### src/sv/batch_to_space_address_map_macros.svh
// Assertion macros used by the batch-to-space address map RTL.
// Define ASSERT_OFF to compile the assertions out.
`ifndef BATCH_TO_SPACE_ADDRESS_MAP_MACROS_SVH
`define BATCH_TO_SPACE_ADDRESS_MAP_MACROS_SVH
`ifndef ASSERT_OFF
// Checks an expression at every clock edge outside of reset.
`define B2S_ASSERT(label, expr, msg) \
   label: assert property (@(posedge clock) disable iff (reset) (expr)) else $error(msg);
// Checks that an antecedent is followed by a consequent in the next cycle, also in reset.
`define B2S_ASSERT_NEXT(label, ante, cons, msg) \
   label: assert property (@(posedge clock) (ante) |=> (cons)) else $error(msg);
`else
`define B2S_ASSERT(label, expr, msg)
`define B2S_ASSERT_NEXT(label, ante, cons, msg)
`endif
`endif

### src/sv/b2s_pkg.sv
`default_nettype none
package b2s_pkg;

   // Field widths fixed by the register map and the item format.
   localparam int OB_W       = 11;
   localparam int BLK_W      = 7;
   localparam int CROP_W     = 12;
   localparam int EXT_W      = 13;
   localparam int BATCH_W    = 16;
   localparam int COORD_W    = 12;
   localparam int CSR_DATA_W = 13;
   localparam int CSR_IDX_W  = 3;
   localparam int OUT_ADDR_W = 32;

   // Rebuilt spatial coordinate: coord * block + offset.
   localparam int Y_W = COORD_W + BLK_W;

   // Quotient bits resolved by one divider stage.
   localparam int DIV_STEPS = 4;

   // Register indexes of the configuration port.
   typedef enum logic [CSR_IDX_W-1:0] {
      CSR_OUT_BATCH = 3'd0,
      CSR_BLOCK_H   = 3'd1,
      CSR_BLOCK_W   = 3'd2,
      CSR_CROP_TOP  = 3'd3,
      CSR_CROP_LEFT = 3'd4,
      CSR_OUT_H     = 3'd5,
      CSR_OUT_W     = 3'd6,
      CSR_CHANNELS  = 3'd7
   } csr_index_type;

   // Configuration as seen by the pipeline. Block sizes and batch count are never zero.
   typedef struct packed {
      logic [OB_W-1:0]   out_batch;
      logic [BLK_W-1:0]  block_h;
      logic [BLK_W-1:0]  block_w;
      logic [CROP_W-1:0] crop_top;
      logic [CROP_W-1:0] crop_left;
      logic [EXT_W-1:0]  out_h;
      logic [EXT_W-1:0]  out_w;
      logic [EXT_W-1:0]  channels;
   } csr_regs_type;

endpackage
`default_nettype wire

### src/sv/batch_to_space_address_map.sv
// Channel   Direction  Handshake            Payload
// req       in         req_valid/req_ready  batch_idx, row_idx, col_idx, chan_idx, element_value
// rsp       out        rsp_valid/rsp_ready  write_address, out_value
// csr       in         csr_write_en         csr_index, csr_data
//
// One item is accepted per cycle while the output is not stalled; a kept item is offered
// once it has passed two 16-bit dividers of four stages each, two coordinate stages
// and three multiply-add stages for the dense offset.
// Items in a cropped margin or with a batch index out of range are dropped in flight.
// Synchronous reset empties the pipeline and loads the register defaults.
// Each stage holds its item under stall, so upstream stages keep filling behind it.
`default_nettype none
`include "batch_to_space_address_map_macros.svh"
module batch_to_space_address_map #(
   parameter int DATA_BITS = 64,
   parameter int ADDR_BITS = 32,
   parameter int DIM_BITS  = 12
) (
   input  logic                              clock,
   input  logic                              reset,
   input  logic                              req_valid,
   output logic                              req_ready,
   input  logic [b2s_pkg::BATCH_W-1:0]       req_batch_idx,
   input  logic [b2s_pkg::COORD_W-1:0]       req_row_idx,
   input  logic [b2s_pkg::COORD_W-1:0]       req_col_idx,
   input  logic [b2s_pkg::COORD_W-1:0]       req_chan_idx,
   input  logic [DATA_BITS-1:0]              req_element_value,
   output logic                              rsp_valid,
   input  logic                              rsp_ready,
   output logic [b2s_pkg::OUT_ADDR_W-1:0]    rsp_write_address,
   output logic [DATA_BITS-1:0]              rsp_out_value,
   input  logic                              csr_write_en,
   input  b2s_pkg::csr_index_type            csr_index,
   input  logic [b2s_pkg::CSR_DATA_W-1:0]    csr_data
);

   import b2s_pkg::*;

   localparam logic [COORD_W-1:0] DIM_MASK =
      (DIM_BITS >= COORD_W) ? {COORD_W{1'b1}} : COORD_W'((1 << DIM_BITS) - 1);
   localparam int PAY_A_W = 3 * COORD_W + DATA_BITS;
   localparam int PAY_B_W = OB_W + PAY_A_W;

   csr_regs_type         csr_ff, csr_in;

   logic [PAY_A_W-1:0]   pay_a_in, pay_a_out;
   logic                 div_a_valid, div_a_ready;
   logic [BATCH_W-1:0]   quot_a;
   logic [OB_W-1:0]      rem_a;

   logic [PAY_B_W-1:0]   pay_b_out;
   logic                 div_b_valid, div_b_ready;
   logic [BATCH_W-1:0]   quot_b;
   logic [BLK_W-1:0]     rem_b;
   logic [OB_W-1:0]      n_b;
   logic [COORD_W-1:0]   row_b, col_b, chan_b;
   logic [DATA_BITS-1:0] value_b;

   logic                 crd_valid, crd_ready;
   logic [OB_W-1:0]      crd_n;
   logic [EXT_W-1:0]     crd_y, crd_x;
   logic [COORD_W-1:0]   crd_chan;
   logic [DATA_BITS-1:0] crd_value;

   logic [ADDR_BITS-1:0] addr;

   // Register writes. A zero batch count or block size is stored as one.
   always_comb begin
      csr_in = csr_ff;
      if (csr_write_en) begin
         unique case (csr_index)
            CSR_OUT_BATCH: csr_in.out_batch =
               (csr_data[OB_W-1:0] == '0) ? OB_W'(1) : csr_data[OB_W-1:0];
            CSR_BLOCK_H:   csr_in.block_h =
               (csr_data[BLK_W-1:0] == '0) ? BLK_W'(1) : csr_data[BLK_W-1:0];
            CSR_BLOCK_W:   csr_in.block_w =
               (csr_data[BLK_W-1:0] == '0) ? BLK_W'(1) : csr_data[BLK_W-1:0];
            CSR_CROP_TOP:  csr_in.crop_top  = csr_data[CROP_W-1:0];
            CSR_CROP_LEFT: csr_in.crop_left = csr_data[CROP_W-1:0];
            CSR_OUT_H:     csr_in.out_h     = csr_data[EXT_W-1:0];
            CSR_OUT_W:     csr_in.out_w     = csr_data[EXT_W-1:0];
            CSR_CHANNELS:  csr_in.channels  = csr_data[EXT_W-1:0];
         endcase
      end
   end

   always_ff @(posedge clock) begin
      if (reset) begin
         csr_ff.out_batch <= OB_W'(1);
         csr_ff.block_h   <= BLK_W'(1);
         csr_ff.block_w   <= BLK_W'(1);
         csr_ff.crop_top  <= '0;
         csr_ff.crop_left <= '0;
         csr_ff.out_h     <= EXT_W'(1);
         csr_ff.out_w     <= EXT_W'(1);
         csr_ff.channels  <= EXT_W'(1);
      end else begin
         csr_ff <= csr_in;
      end
   end

   // Split the batch index: first by the output batch count, giving n as the remainder.
   assign pay_a_in = {req_row_idx & DIM_MASK, req_col_idx & DIM_MASK,
                      req_chan_idx & DIM_MASK, req_element_value};

   b2s_divider #(
      .NUM_W (BATCH_W),
      .DEN_W (OB_W),
      .PAY_W (PAY_A_W)
   ) u_div_batch (
      .clock     (clock),
      .reset     (reset),
      .in_valid  (req_valid),
      .in_ready  (req_ready),
      .den       (csr_ff.out_batch),
      .dividend  (req_batch_idx),
      .src_pay   (pay_a_in),
      .out_valid (div_a_valid),
      .out_ready (div_a_ready),
      .quotient  (quot_a),
      .remainder (rem_a),
      .dst_pay   (pay_a_out)
   );

   // Then by block_w, giving the row offset as quotient and the column offset as remainder.
   b2s_divider #(
      .NUM_W (BATCH_W),
      .DEN_W (BLK_W),
      .PAY_W (PAY_B_W)
   ) u_div_block (
      .clock     (clock),
      .reset     (reset),
      .in_valid  (div_a_valid),
      .in_ready  (div_a_ready),
      .den       (csr_ff.block_w),
      .dividend  (quot_a),
      .src_pay   ({rem_a, pay_a_out}),
      .out_valid (div_b_valid),
      .out_ready (div_b_ready),
      .quotient  (quot_b),
      .remainder (rem_b),
      .dst_pay   (pay_b_out)
   );

   assign {n_b, row_b, col_b, chan_b, value_b} = pay_b_out;

   // Spatial rebuild and cropping.
   b2s_coord #(
      .DATA_BITS (DATA_BITS)
   ) u_coord (
      .clock     (clock),
      .reset     (reset),
      .csr       (csr_ff),
      .in_valid  (div_b_valid),
      .in_ready  (div_b_ready),
      .r0        (quot_b),
      .r1        (rem_b),
      .src_n     (n_b),
      .src_row   (row_b),
      .src_col   (col_b),
      .src_chan  (chan_b),
      .src_value (value_b),
      .out_valid (crd_valid),
      .out_ready (crd_ready),
      .dst_n     (crd_n),
      .dst_y     (crd_y),
      .dst_x     (crd_x),
      .dst_chan  (crd_chan),
      .dst_value (crd_value)
   );

   // Dense row-major output offset; the last stage is the output register.
   b2s_offset #(
      .DATA_BITS (DATA_BITS),
      .ADDR_BITS (ADDR_BITS)
   ) u_offset (
      .clock     (clock),
      .reset     (reset),
      .csr       (csr_ff),
      .in_valid  (crd_valid),
      .in_ready  (crd_ready),
      .src_n     (crd_n),
      .src_y     (crd_y),
      .src_x     (crd_x),
      .src_chan  (crd_chan),
      .src_value (crd_value),
      .out_valid (rsp_valid),
      .out_ready (rsp_ready),
      .dst_addr  (addr),
      .dst_value (rsp_out_value)
   );

   assign rsp_write_address = OUT_ADDR_W'(addr);

   // Assertions.
   `B2S_ASSERT(a_divisor_nonzero, csr_ff.out_batch != '0 && csr_ff.block_w != '0 && csr_ff.block_h != '0, "zero divisor or block size stored")
   `B2S_ASSERT(a_ready_chain, !rsp_ready || req_ready, "input stalled while the output drains")
   `B2S_ASSERT_NEXT(a_reset_flush, reset, !rsp_valid, "result shown right after reset")

endmodule
`default_nettype wire

### src/sv/b2s_div_stage.sv
`default_nettype none
module b2s_div_stage #(
   parameter int NUM_W = 16,
   parameter int DEN_W = 11,
   parameter int STEPS = 4,
   parameter int PAY_W = 1
) (
   input  logic             clock,
   input  logic             reset,
   input  logic             in_valid,
   output logic             in_ready,
   input  logic [DEN_W-1:0] den,
   input  logic [DEN_W:0]   src_rem,
   input  logic [NUM_W-1:0] src_acc,
   input  logic [PAY_W-1:0] src_pay,
   output logic             out_valid,
   input  logic             out_ready,
   output logic [DEN_W:0]   dst_rem,
   output logic [NUM_W-1:0] dst_acc,
   output logic [PAY_W-1:0] dst_pay
);

   logic             valid_ff;
   logic [DEN_W:0]   rem_ff, rem_in;
   logic [NUM_W-1:0] acc_ff, acc_in;
   logic [PAY_W-1:0] pay_ff;

   // Restoring division steps: shift the next dividend bit into the remainder,
   // subtract the divisor where it fits and shift the quotient bit in.
   always_comb begin
      rem_in = src_rem;
      acc_in = src_acc;
      for (int i = 0; i < STEPS; i++) begin
         rem_in = {rem_in[DEN_W-1:0], acc_in[NUM_W-1]};
         acc_in = {acc_in[NUM_W-2:0], 1'b0};
         if (rem_in >= {1'b0, den}) begin
            rem_in    = rem_in - {1'b0, den};
            acc_in[0] = 1'b1;
         end
      end
   end

   // The stage takes an item when it is empty or its item moves on.
   assign in_ready = !valid_ff || out_ready;

   always_ff @(posedge clock) begin
      if (reset) begin
         valid_ff <= 1'b0;
      end else if (in_ready) begin
         valid_ff <= in_valid;
      end
   end

   always_ff @(posedge clock) begin
      if (in_ready && in_valid) begin
         rem_ff <= rem_in;
         acc_ff <= acc_in;
         pay_ff <= src_pay;
      end
   end

   assign out_valid = valid_ff;
   assign dst_rem   = rem_ff;
   assign dst_acc   = acc_ff;
   assign dst_pay   = pay_ff;

endmodule
`default_nettype wire

### src/sv/b2s_divider.sv
`default_nettype none
module b2s_divider #(
   parameter int NUM_W = 16,
   parameter int DEN_W = 11,
   parameter int PAY_W = 1
) (
   input  logic             clock,
   input  logic             reset,
   input  logic             in_valid,
   output logic             in_ready,
   input  logic [DEN_W-1:0] den,
   input  logic [NUM_W-1:0] dividend,
   input  logic [PAY_W-1:0] src_pay,
   output logic             out_valid,
   input  logic             out_ready,
   output logic [NUM_W-1:0] quotient,
   output logic [DEN_W-1:0] remainder,
   output logic [PAY_W-1:0] dst_pay
);

   import b2s_pkg::*;

   localparam int STAGES = NUM_W / DIV_STEPS;

   logic             vld [0:STAGES];
   logic             rdy [0:STAGES];
   logic [DEN_W:0]   rem [0:STAGES];
   logic [NUM_W-1:0] acc [0:STAGES];
   logic [PAY_W-1:0] pay [0:STAGES];

   // Entry of the chain: remainder starts at zero, the dividend sits in the accumulator.
   assign vld[0]   = in_valid;
   assign in_ready = rdy[0];
   assign rem[0]   = '0;
   assign acc[0]   = dividend;
   assign pay[0]   = src_pay;

   // A chain of stages, each resolving a few quotient bits.
   for (genvar g = 0; g < STAGES; g++) begin : g_stage
      b2s_div_stage #(
         .NUM_W (NUM_W),
         .DEN_W (DEN_W),
         .STEPS (DIV_STEPS),
         .PAY_W (PAY_W)
      ) u_stage (
         .clock     (clock),
         .reset     (reset),
         .in_valid  (vld[g]),
         .in_ready  (rdy[g]),
         .den       (den),
         .src_rem   (rem[g]),
         .src_acc   (acc[g]),
         .src_pay   (pay[g]),
         .out_valid (vld[g+1]),
         .out_ready (rdy[g+1]),
         .dst_rem   (rem[g+1]),
         .dst_acc   (acc[g+1]),
         .dst_pay   (pay[g+1])
      );
   end

   assign out_valid   = vld[STAGES];
   assign rdy[STAGES] = out_ready;
   assign quotient    = acc[STAGES];
   assign remainder   = rem[STAGES][DEN_W-1:0];
   assign dst_pay     = pay[STAGES];

endmodule
`default_nettype wire

### src/sv/b2s_coord.sv
`default_nettype none
module b2s_coord #(
   parameter int DATA_BITS = 64
) (
   input  logic                           clock,
   input  logic                           reset,
   input  b2s_pkg::csr_regs_type          csr,
   input  logic                           in_valid,
   output logic                           in_ready,
   input  logic [b2s_pkg::BATCH_W-1:0]    r0,
   input  logic [b2s_pkg::BLK_W-1:0]      r1,
   input  logic [b2s_pkg::OB_W-1:0]       src_n,
   input  logic [b2s_pkg::COORD_W-1:0]    src_row,
   input  logic [b2s_pkg::COORD_W-1:0]    src_col,
   input  logic [b2s_pkg::COORD_W-1:0]    src_chan,
   input  logic [DATA_BITS-1:0]           src_value,
   output logic                           out_valid,
   input  logic                           out_ready,
   output logic [b2s_pkg::OB_W-1:0]       dst_n,
   output logic [b2s_pkg::EXT_W-1:0]      dst_y,
   output logic [b2s_pkg::EXT_W-1:0]      dst_x,
   output logic [b2s_pkg::COORD_W-1:0]    dst_chan,
   output logic [DATA_BITS-1:0]           dst_value
);

   import b2s_pkg::*;

   logic                 rebuild_valid_ff, rebuild_ready, batch_keep;
   logic [Y_W-1:0]       y_ff, y_in, x_ff, x_in;
   logic [OB_W-1:0]      n_ff;
   logic [COORD_W-1:0]   chan_ff;
   logic [DATA_BITS-1:0] value_ff;

   logic                 crop_valid_ff, crop_ready, crop_keep;
   logic [Y_W-1:0]       ys_in, xs_in;
   logic [EXT_W-1:0]     ys_ff, xs_ff;
   logic [OB_W-1:0]      n2_ff;
   logic [COORD_W-1:0]   chan2_ff;
   logic [DATA_BITS-1:0] value2_ff;

   // A row offset at or past block_h means the batch index was out of range.
   assign batch_keep = r0 < BATCH_W'(csr.block_h);

   // Rebuild the spatial position from the coordinate and the block offset.
   assign y_in = Y_W'(src_row) * Y_W'(csr.block_h) + Y_W'(r0[BLK_W-1:0]);
   assign x_in = Y_W'(src_col) * Y_W'(csr.block_w) + Y_W'(r1);

   assign crop_ready    = !crop_valid_ff || out_ready;
   assign rebuild_ready = !rebuild_valid_ff || crop_ready;
   assign in_ready      = rebuild_ready;

   always_ff @(posedge clock) begin
      if (reset) begin
         rebuild_valid_ff <= 1'b0;
      end else if (rebuild_ready) begin
         rebuild_valid_ff <= in_valid && batch_keep;
      end
   end

   always_ff @(posedge clock) begin
      if (rebuild_ready && in_valid) begin
         y_ff     <= y_in;
         x_ff     <= x_in;
         n_ff     <= src_n;
         chan_ff  <= src_chan;
         value_ff <= src_value;
      end
   end

   // Remove the crops; items in a cropped margin leave the pipeline here.
   assign ys_in     = y_ff - Y_W'(csr.crop_top);
   assign xs_in     = x_ff - Y_W'(csr.crop_left);
   assign crop_keep = (y_ff >= Y_W'(csr.crop_top)) && (x_ff >= Y_W'(csr.crop_left))
                      && (ys_in < Y_W'(csr.out_h)) && (xs_in < Y_W'(csr.out_w));

   always_ff @(posedge clock) begin
      if (reset) begin
         crop_valid_ff <= 1'b0;
      end else if (crop_ready) begin
         crop_valid_ff <= rebuild_valid_ff && crop_keep;
      end
   end

   always_ff @(posedge clock) begin
      if (crop_ready && rebuild_valid_ff) begin
         ys_ff     <= ys_in[EXT_W-1:0];
         xs_ff     <= xs_in[EXT_W-1:0];
         n2_ff     <= n_ff;
         chan2_ff  <= chan_ff;
         value2_ff <= value_ff;
      end
   end

   assign out_valid = crop_valid_ff;
   assign dst_n     = n2_ff;
   assign dst_y     = ys_ff;
   assign dst_x     = xs_ff;
   assign dst_chan  = chan2_ff;
   assign dst_value = value2_ff;

endmodule
`default_nettype wire

### src/sv/b2s_offset.sv
`default_nettype none
module b2s_offset #(
   parameter int DATA_BITS = 64,
   parameter int ADDR_BITS = 32
) (
   input  logic                        clock,
   input  logic                        reset,
   input  b2s_pkg::csr_regs_type       csr,
   input  logic                        in_valid,
   output logic                        in_ready,
   input  logic [b2s_pkg::OB_W-1:0]    src_n,
   input  logic [b2s_pkg::EXT_W-1:0]   src_y,
   input  logic [b2s_pkg::EXT_W-1:0]   src_x,
   input  logic [b2s_pkg::COORD_W-1:0] src_chan,
   input  logic [DATA_BITS-1:0]        src_value,
   output logic                        out_valid,
   input  logic                        out_ready,
   output logic [ADDR_BITS-1:0]        dst_addr,
   output logic [DATA_BITS-1:0]        dst_value
);

   import b2s_pkg::*;

   logic [2:0]           valid_ff;
   logic [2:0]           ready;
   logic [ADDR_BITS-1:0] t1_ff, t1_in, t2_ff, t2_in, addr_ff, addr_in;
   logic [EXT_W-1:0]     x_ff;
   logic [COORD_W-1:0]   chan1_ff, chan2_ff;
   logic [DATA_BITS-1:0] value1_ff, value2_ff, value3_ff;

   // Each stage moves on when it is empty or the one after it moves on.
   assign ready[2] = !valid_ff[2] || out_ready;
   assign ready[1] = !valid_ff[1] || ready[2];
   assign ready[0] = !valid_ff[0] || ready[1];
   assign in_ready = ready[0];

   // One multiply-add per stage, all modulo the address width.
   assign t1_in   = ADDR_BITS'(src_n) * ADDR_BITS'(csr.out_h) + ADDR_BITS'(src_y);
   assign t2_in   = t1_ff * ADDR_BITS'(csr.out_w) + ADDR_BITS'(x_ff);
   assign addr_in = t2_ff * ADDR_BITS'(csr.channels) + ADDR_BITS'(chan2_ff);

   always_ff @(posedge clock) begin
      if (reset) begin
         valid_ff <= '0;
      end else begin
         if (ready[0]) begin
            valid_ff[0] <= in_valid;
         end
         if (ready[1]) begin
            valid_ff[1] <= valid_ff[0];
         end
         if (ready[2]) begin
            valid_ff[2] <= valid_ff[1];
         end
      end
   end

   always_ff @(posedge clock) begin
      if (ready[0] && in_valid) begin
         t1_ff     <= t1_in;
         x_ff      <= src_x;
         chan1_ff  <= src_chan;
         value1_ff <= src_value;
      end
      if (ready[1] && valid_ff[0]) begin
         t2_ff     <= t2_in;
         chan2_ff  <= chan1_ff;
         value2_ff <= value1_ff;
      end
      if (ready[2] && valid_ff[1]) begin
         addr_ff   <= addr_in;
         value3_ff <= value2_ff;
      end
   end

   assign out_valid = valid_ff[2];
   assign dst_addr  = addr_ff;
   assign dst_value = value3_ff;

endmodule
`default_nettype wire

### config.mk
export PLATFORM = sky130hd
export DESIGN_NAME = batch_to_space_address_map
export DESIGN_NICKNAME = d
export VERILOG_FILES = /design/src/sv/b2s_pkg.sv /design/src/sv/batch_to_space_address_map.sv /design/src/sv/b2s_div_stage.sv /design/src/sv/b2s_divider.sv /design/src/sv/b2s_coord.sv /design/src/sv/b2s_offset.sv
export VERILOG_INCLUDE_DIRS = /design/src /design/src/sv
export SDC_FILE = /design/constraint.sdc
export NUM_CORES = 2
export LEC_CHECK = 0
export CAP_MARGIN = 20
export CORE_ASPECT_RATIO = 1.75
export CORE_MARGIN = 2
export CORE_UTILIZATION = 35
export CTS_BUF_LIST = sky130_fd_sc_hd__clkbuf_8
export DETAILED_ROUTE_END_ITERATION = 12
export DONT_BUFFER_PORTS = 1
export GPL_ROUTABILITY_DRIVEN = 1
export PLACE_DENSITY = 0.61
export SYNTH_ARGS = -nofsm -noshare
export SYNTH_HDL_FRONTEND = slang
export SYNTH_SLANG_ARGS = --single-unit
### constraint.sdc
create_clock -name clock -period 29.8 [get_ports clock]
set_input_delay 1.49 -clock clock [delete_from_list [all_inputs] [get_ports clock]]
set_output_delay 1.49 -clock clock [all_outputs]
set_load 0.01 [all_outputs]
# Word level (Yosys, flattened, before mapping)
# Cells that the tools add are included.
# W data, S select, Z words.
[op_classes]
n_addsub = 39
n_mul = 5
n_lt_le_gt_ge = 37
eq_ne = 7
n_mux = 66
n_reduce_logical = 55
[ops]
columns = ["operator", "count"]
rows = [
  ["$mux W11", 17],
  ["$ge A12 B11 Y1", 15],
  ["$sub A11 B11 Y11", 15],
  ["$ge A8 B7 Y1", 15],
  ["$mux W7", 17],
  ["$sub A7 B7 Y7", 15],
  ["$mul A32 B13 Y32", 2],
  ["$add A19 B7 Y19", 2],
  ["$ge A19 B12 Y1", 2],
  ["$lt A19 B13 Y1", 2],
  ["$mul A12 B7 Y19", 2],
  ["$sub A19 B12 Y19", 2],
  ["$add A32 B12 Y32", 1],
  ["$add A32 B13 Y32", 1],
  ["$mux W1", 32],
  ["$add A24 B13 Y25", 1],
  ["$mul A11 B13 Y24", 1],
  ["$logic_and A1 B1 Y1", 18],
  ["$lt A16 B7 Y1", 1],
  ["$reduce_and A2 Y1", 8],
  ["$logic_not A1 Y1", 13],
  ["$logic_or A1 B1 Y1", 13],
  ["$eq A3 B3 Y1 const B", 4],
  ["$ge A1 B11 Y1", 1],
  ["other kinds (8)", 9],
]
[totals]
reg_bits = 1708
in_bits = 137
out_inout_bits = 98
word_cells = 273

# Logic depth before layout (Yosys ltp)
[logic_depth]
depth_word = 15
mapped_depth = 42
ltp_nobuf = 40

# Hierarchy
# A second synthesis with hierarchy kept.
[hier_totals]
cells_unflattened = 8250
area_unflattened_um2 = 102489.5
[modules_own_cells]
columns = ["mod", "n_inst", "cells_each", "area_each_um2"]
rows = [
  ["b2s_offset", 1, 3170, 34573.2],
  ["b2s_div_stage at u_div_batch.g_stage[0].u_stage ...", 4, 489, 6576.3],
  ["b2s_div_stage at u_div_block.g_stage[0].u_stage ...", 4, 357, 5718.0],
  ["b2s_coord", 1, 1285, 15497.4],
  ["batch_to_space_address_map", 1, 409, 3234.4],
  ["b2s_divider", 2, 1, 3.8],
]

# Worst setup path before layout
# Ideal clock, no wire load.
[synth_timing]
kind = "register to register"
from = "reg csr_ff[78] (netlist name)"
to = "reg u_div_batch.g_stage[2].u_stage.rem_ff[8], data pin"
arrival_time_ps = 9743
path_slack_ps = 19796
path_stages_with_launch = 38
path_buffers = 3
cell_sequence = "dfxtp_1 inv_1 ha_1 nand4_1 o41a_1 and2_1 inv_2 mux2_2 ha_1 o21ai_0 nand2b_1 a31oi_1 o21ai_0 a31oi_1 inv_1 clkbuf_1 o21ai_0 fa_1 (+2 left out) a21oi_1 o41ai_1 o21ai_0 a21o_1 a211oi_2 buf_2 buf_2 mux2i_1 ha_1 nor2b_1 o21ai_1 a21o_1 a21oi_1 or4_1 a31o_2 a211oi_1 mux2i_2 a221o_1"
[synth_via]
elab_chain_cells = 8
[synth_lines]
columns = ["element", "line", "text"]
rows = [
  ["from (decl)", "batch_to_space_address_map.sv:44", "csr_regs_type csr_ff, csr_in;"],
  ["from (signal assigned)", "batch_to_space_address_map.sv:98", "csr_ff <= csr_in;"],
  ["$sub A11 B11 Y11 / $ge A12 B11 Y1 (equally long branches)", "b2s_div_stage.sv:37, b2s_div_stage.sv:36", ""],
  ["$mux W11", "b2s_div_stage.sv:36", "if (rem_in >= {1'b0, den}) begin"],
  ["$sub A11 B11 Y11 / $ge A12 B11 Y1 (equally long branches)", "b2s_div_stage.sv:37, b2s_div_stage.sv:36", ""],
  ["$mux W11", "b2s_div_stage.sv:36", ""],
  ["$sub A11 B11 Y11 / $ge A12 B11 Y1 (equally long branches)", "b2s_div_stage.sv:37, b2s_div_stage.sv:36", ""],
  ["$mux W11", "b2s_div_stage.sv:36", ""],
  ["$sub A11 B11 Y11 / $ge A12 B11 Y1 (equally long branches)", "b2s_div_stage.sv:37, b2s_div_stage.sv:36", ""],
  ["$mux W11 *", "b2s_div_stage.sv:36", ""],
  ["named net u_div_batch.g_stage[2].u_stage.rem_in[8]", "b2s_div_stage.sv:24", "logic [DEN_W:0] rem_ff, rem_in;"],
  ["to (signal assigned)", "b2s_div_stage.sv:56", "rem_ff <= rem_in;"],
  ["to (decl)", "b2s_div_stage.sv:24", ""],
]
# Mark *: on every way through the listed nets, which the timed path passes. The rest lies on a longest branch.
# A chain may end at the register's enable or synchronous reset.

# Worst setup path in the final report
# Same ends and word-level chain as after synthesis.

==> run summary <==
Iteration-0 DRC Markers -> 3076
Crit-path max FO -> 22
Vias -> 58300
Top cell type's share of synthesized area -> 0.486
Pwr Density -> 112 nW/µm²
Utilization after layout -> 0.386
FMAX -> 86.2 MHz
Chip Height -> 707 µm
Pleak -> 41.2 nW
Hold Path Stages -> 0
CTS tree -> built
Core Box Area -> 281000 µm²
Starting Density -> 0.351
Final Max Tran Viols -> 0
Max Buffers Root-to-Sink -> 4
Post-synthesis sequential area ratio -> 0.506
Ys Warns -> 0
Number of synthesized flops with an enable pin -> 1600
Nets -> 9526
Status -> finished, final reports clean
Synth cell types -> 91
Req. time, crit path -> 30.41 ns
Critical Path AT -> 12.21 ns
Row cnt -> 258
RSZ-0062 raised after global routing -> no
FFs w/ async S/R, synth -> 0
Largest net degree at the start of global routing -> 128
Detailed Route WL -> 241000 µm
Post-synth top flop -> edfxtp_1
Syn Nets -> 9386
CTS resizes -> 0
Fin. Hold Viols -> 0
Average wire per standard cell -> 20.2 µm
Clock Sinks -> 1701
Vias per cell -> 4.88
Hold crit path type -> flop to flop
H-tree depth -> 5
Peak supply drop -> 0.000624 V
Setup_tns -> 0 ns
Final antenna-violating net count -> 0
Dpl hpwl -> 182000 µm
Worst setup EP type -> flop
Synth Area per Inst -> 12.6 µm²
Hold buffers post-CTS -> 0
Sequential cell area -> 50100 µm²
Initial antenna violation count -> 19
Synthesized area -> 98900 µm²
Synth top cells by count -> 1600 x edfxtp_1, 981 x inv_1, 925 x nand2_1, 770 x fa_1, 645 x ha_1
Area of the multi-input gates -> 44400 µm²
Slew HR -> 0.210
IO buf count -> 0
Setup bufs post-CTS -> 0
Post-synth top area cell -> edfxtp_1
CP peak stage delay -> 0.81 ns
Layout fillers -> 26900
Vias in the first global route -> 63800
Reg2reg path depth -> 38
Gpl congestion -> 0.913
Initial DRT Pass Iterations -> 6
Worst-Skew Late Latency -> 0.94 ns
Inserted Clock Buffers -> 266
Overall routing resource usage -> 0.170
Setup violations, final -> 0
Layout cells sized above 1 -> 0.0748
Residual DRC -> 0
GR Overflow Total -> 0
Slowest cell on crit path -> a211oi_1
First-pass GRT wire length -> 374000 µm
CP startpoint kind -> flop
Area contributors post-synth -> edfxtp_1 49%, fa_1 16%, ha_1 8.2%
Final Cycle Share -> 0.389
Clock Pin Slew Worst Setup and Hold Paths -> 0.07 ns
Die width -> 406 µm
Kind of critical path -> flop to flop
Syn-to-layout area delta -> 9.90%
Cell count after synthesis -> 7834
Die ar. -> 287000 µm²
Clock skew -> 0.0848 ns
CTS root buffer -> clkbuf_8
Worst-margin pin slew -> 1.18 ns
Final worst path period need -> 11.60 ns
Most common cell in the netlist -> edfxtp_1
Seq cells post-synth -> 1701
Number of I/O pins -> 235
# Max-Cap Violations -> 0
-- state kept, by name, indices dropped and copies added, names as in the netlist, 19 cells and up --
register and cells:
csr_ff 88, u_offset.dst_addr 32, u_offset.t2_ff 32, u_offset.dst_value 64, u_coord.dst_value 64, u_div_batch.g_stage.u_stage.dst_acc 64, u_offset.t1_ff 25, u_div_batch.g_stage.u_stage.dst_rem 44
u_offset.value1_ff 64, u_div_batch.g_stage.u_stage.dst_pay 400, u_coord.x_ff 19, u_div_block.g_stage.u_stage.dst_rem 28, u_div_block.g_stage.u_stage.dst_acc 64, u_coord.value_ff 64, u_div_block.g_stage.u_stage.dst_pay 444, u_offset.value2_ff 64
u_coord.y_ff 19
-- metrics by stage --
stage / instances / cell area, µm² / setup WS, ns / hold slack (ns) / power (mW)
2_1_floorplan: 7834 / 98900 / 19.80 / 0.400 / 8.50
3_3_place_gp: 11500 / 103000 / 18.10 / 0.400 / 10.3
3_5_place_dp: 11500 / 104000 / 18.18 / 0.405 / 10.4
4_1_cts: 11900 / 109000 / 18.11 / 0.374 / 12.3
5_1_grt: 11900 / 109000 / 17.39 / 0.377 / 13.1
6_report: 12000 / 109000 / 18.20 / 0.376 / 12.2
-- power breakdown --
| group | leakage, nW | internal (mW) | switching, mW |
|---|---|---|---|
| clock network | 2.82 | 0.985 | 0.902 |
| logic | 23.0 | 3.16 | 4.07 |
| registers | 15.4 | 2.98 | 0.0550 |
| total | 41.2 | 7.13 | 5.03 |
-- layout by cell type, fill, tap and decap left out, drive strengths merged, types with 21 or more instances in the layout --
| cell | instances |
|---|---|
| a211oi | 38 |
| a21boi | 26 |
| a21o | 100 |
| a21oi | 290 |
| a31oi | 27 |
| and2 | 414 |
| and3 | 34 |
| buf | 86 |
| clkbuf | 286 |
| clkinv | 81 |
| dfxtp | 101 |
| edfxtp | 1600 |
| fa | 770 |
| ha | 645 |
| inv | 1065 |
| mux2 | 121 |
| mux2i | 58 |
| nand2 | 925 |
| nand2b | 47 |
| nand3 | 72 |
| nand4 | 42 |
| nor2 | 293 |
| nor2b | 83 |
| nor3 | 89 |
| o211ai | 24 |
| o21a | 55 |
| o21ai | 182 |
| o21bai | 21 |
| o31ai | 26 |
| or3 | 24 |
| xnor2 | 207 |
| xor2 | 83 |
-- per-layer routing --
metal,track usage,part of all wire
met1,0.183,0.36
met2,0.317,0.54
met3,0.0293,0.049
met4,0.0862,0.053
met5,0,0
-- path summary, 6_finish.rpt --
kind                                                                              to                                                 start  slack [ns]
worst max-delay path             u_div_batch.g_stage[2].u_stage.dst_rem[8]$_DFFE_PP_                               csr_ff[78]$_SDFFE_PP0P_       18.20
worst min-delay path            u_div_block.g_stage[3].u_stage.dst_pay[20]$_DFFE_PP_  u_div_block.g_stage[2].u_stage.dst_pay[20]$_DFFE_PP_        0.38
worst max register to register   u_div_batch.g_stage[2].u_stage.dst_rem[8]$_DFFE_PP_                               csr_ff[78]$_SDFFE_PP0P_       18.20
worst min register to register  u_div_block.g_stage[3].u_stage.dst_pay[20]$_DFFE_PP_  u_div_block.g_stage[2].u_stage.dst_pay[20]$_DFFE_PP_        0.38
-- area by class of cell --
class	count	share of cell area
clock inverters	179	0.0101
diodes	10	0.000230
inverters	989	0.0342
multi-input cells	4930	0.408
flip-flops and latches	1701	0.461
well taps	3770	0.0434
clock buffers	286	0.0362
repair buffers	86	0.00674
-- cells by family (layout without fill, tap and decap cells) --
| logic type | after synthesis | count (layout) | share of synthesized area |
|---|---|---|---|
| AO/OA/AOI/OAI | 946 | 946 | 0.0629 |
| flip-flops | 1701 | 1701 | 0.506 |
| AND/OR/NAND/NOR | 2100 | 2100 | 0.101 |
| adder cells (fa/ha/maj) | 1415 | 1415 | 0.238 |
| multiplexers | 179 | 179 | 0.0202 |
| other | 0 | 10 | 0 |
| buffers and inverters | 1203 | 1540 | 0.0459 |
| XOR/XNOR | 290 | 290 | 0.0257 |
-- worst max-delay path: cells and delay by family (launching register included) --
kind	cells	cell delay, ns
compound gates	18	5.54
buf+inv	7	1.60
mux	2	0.73
simple gates	7	1.34
fa+ha+maj	4	1.31
flops	1	0.74
No activity file was read; power rests on OpenSTA's default activity.
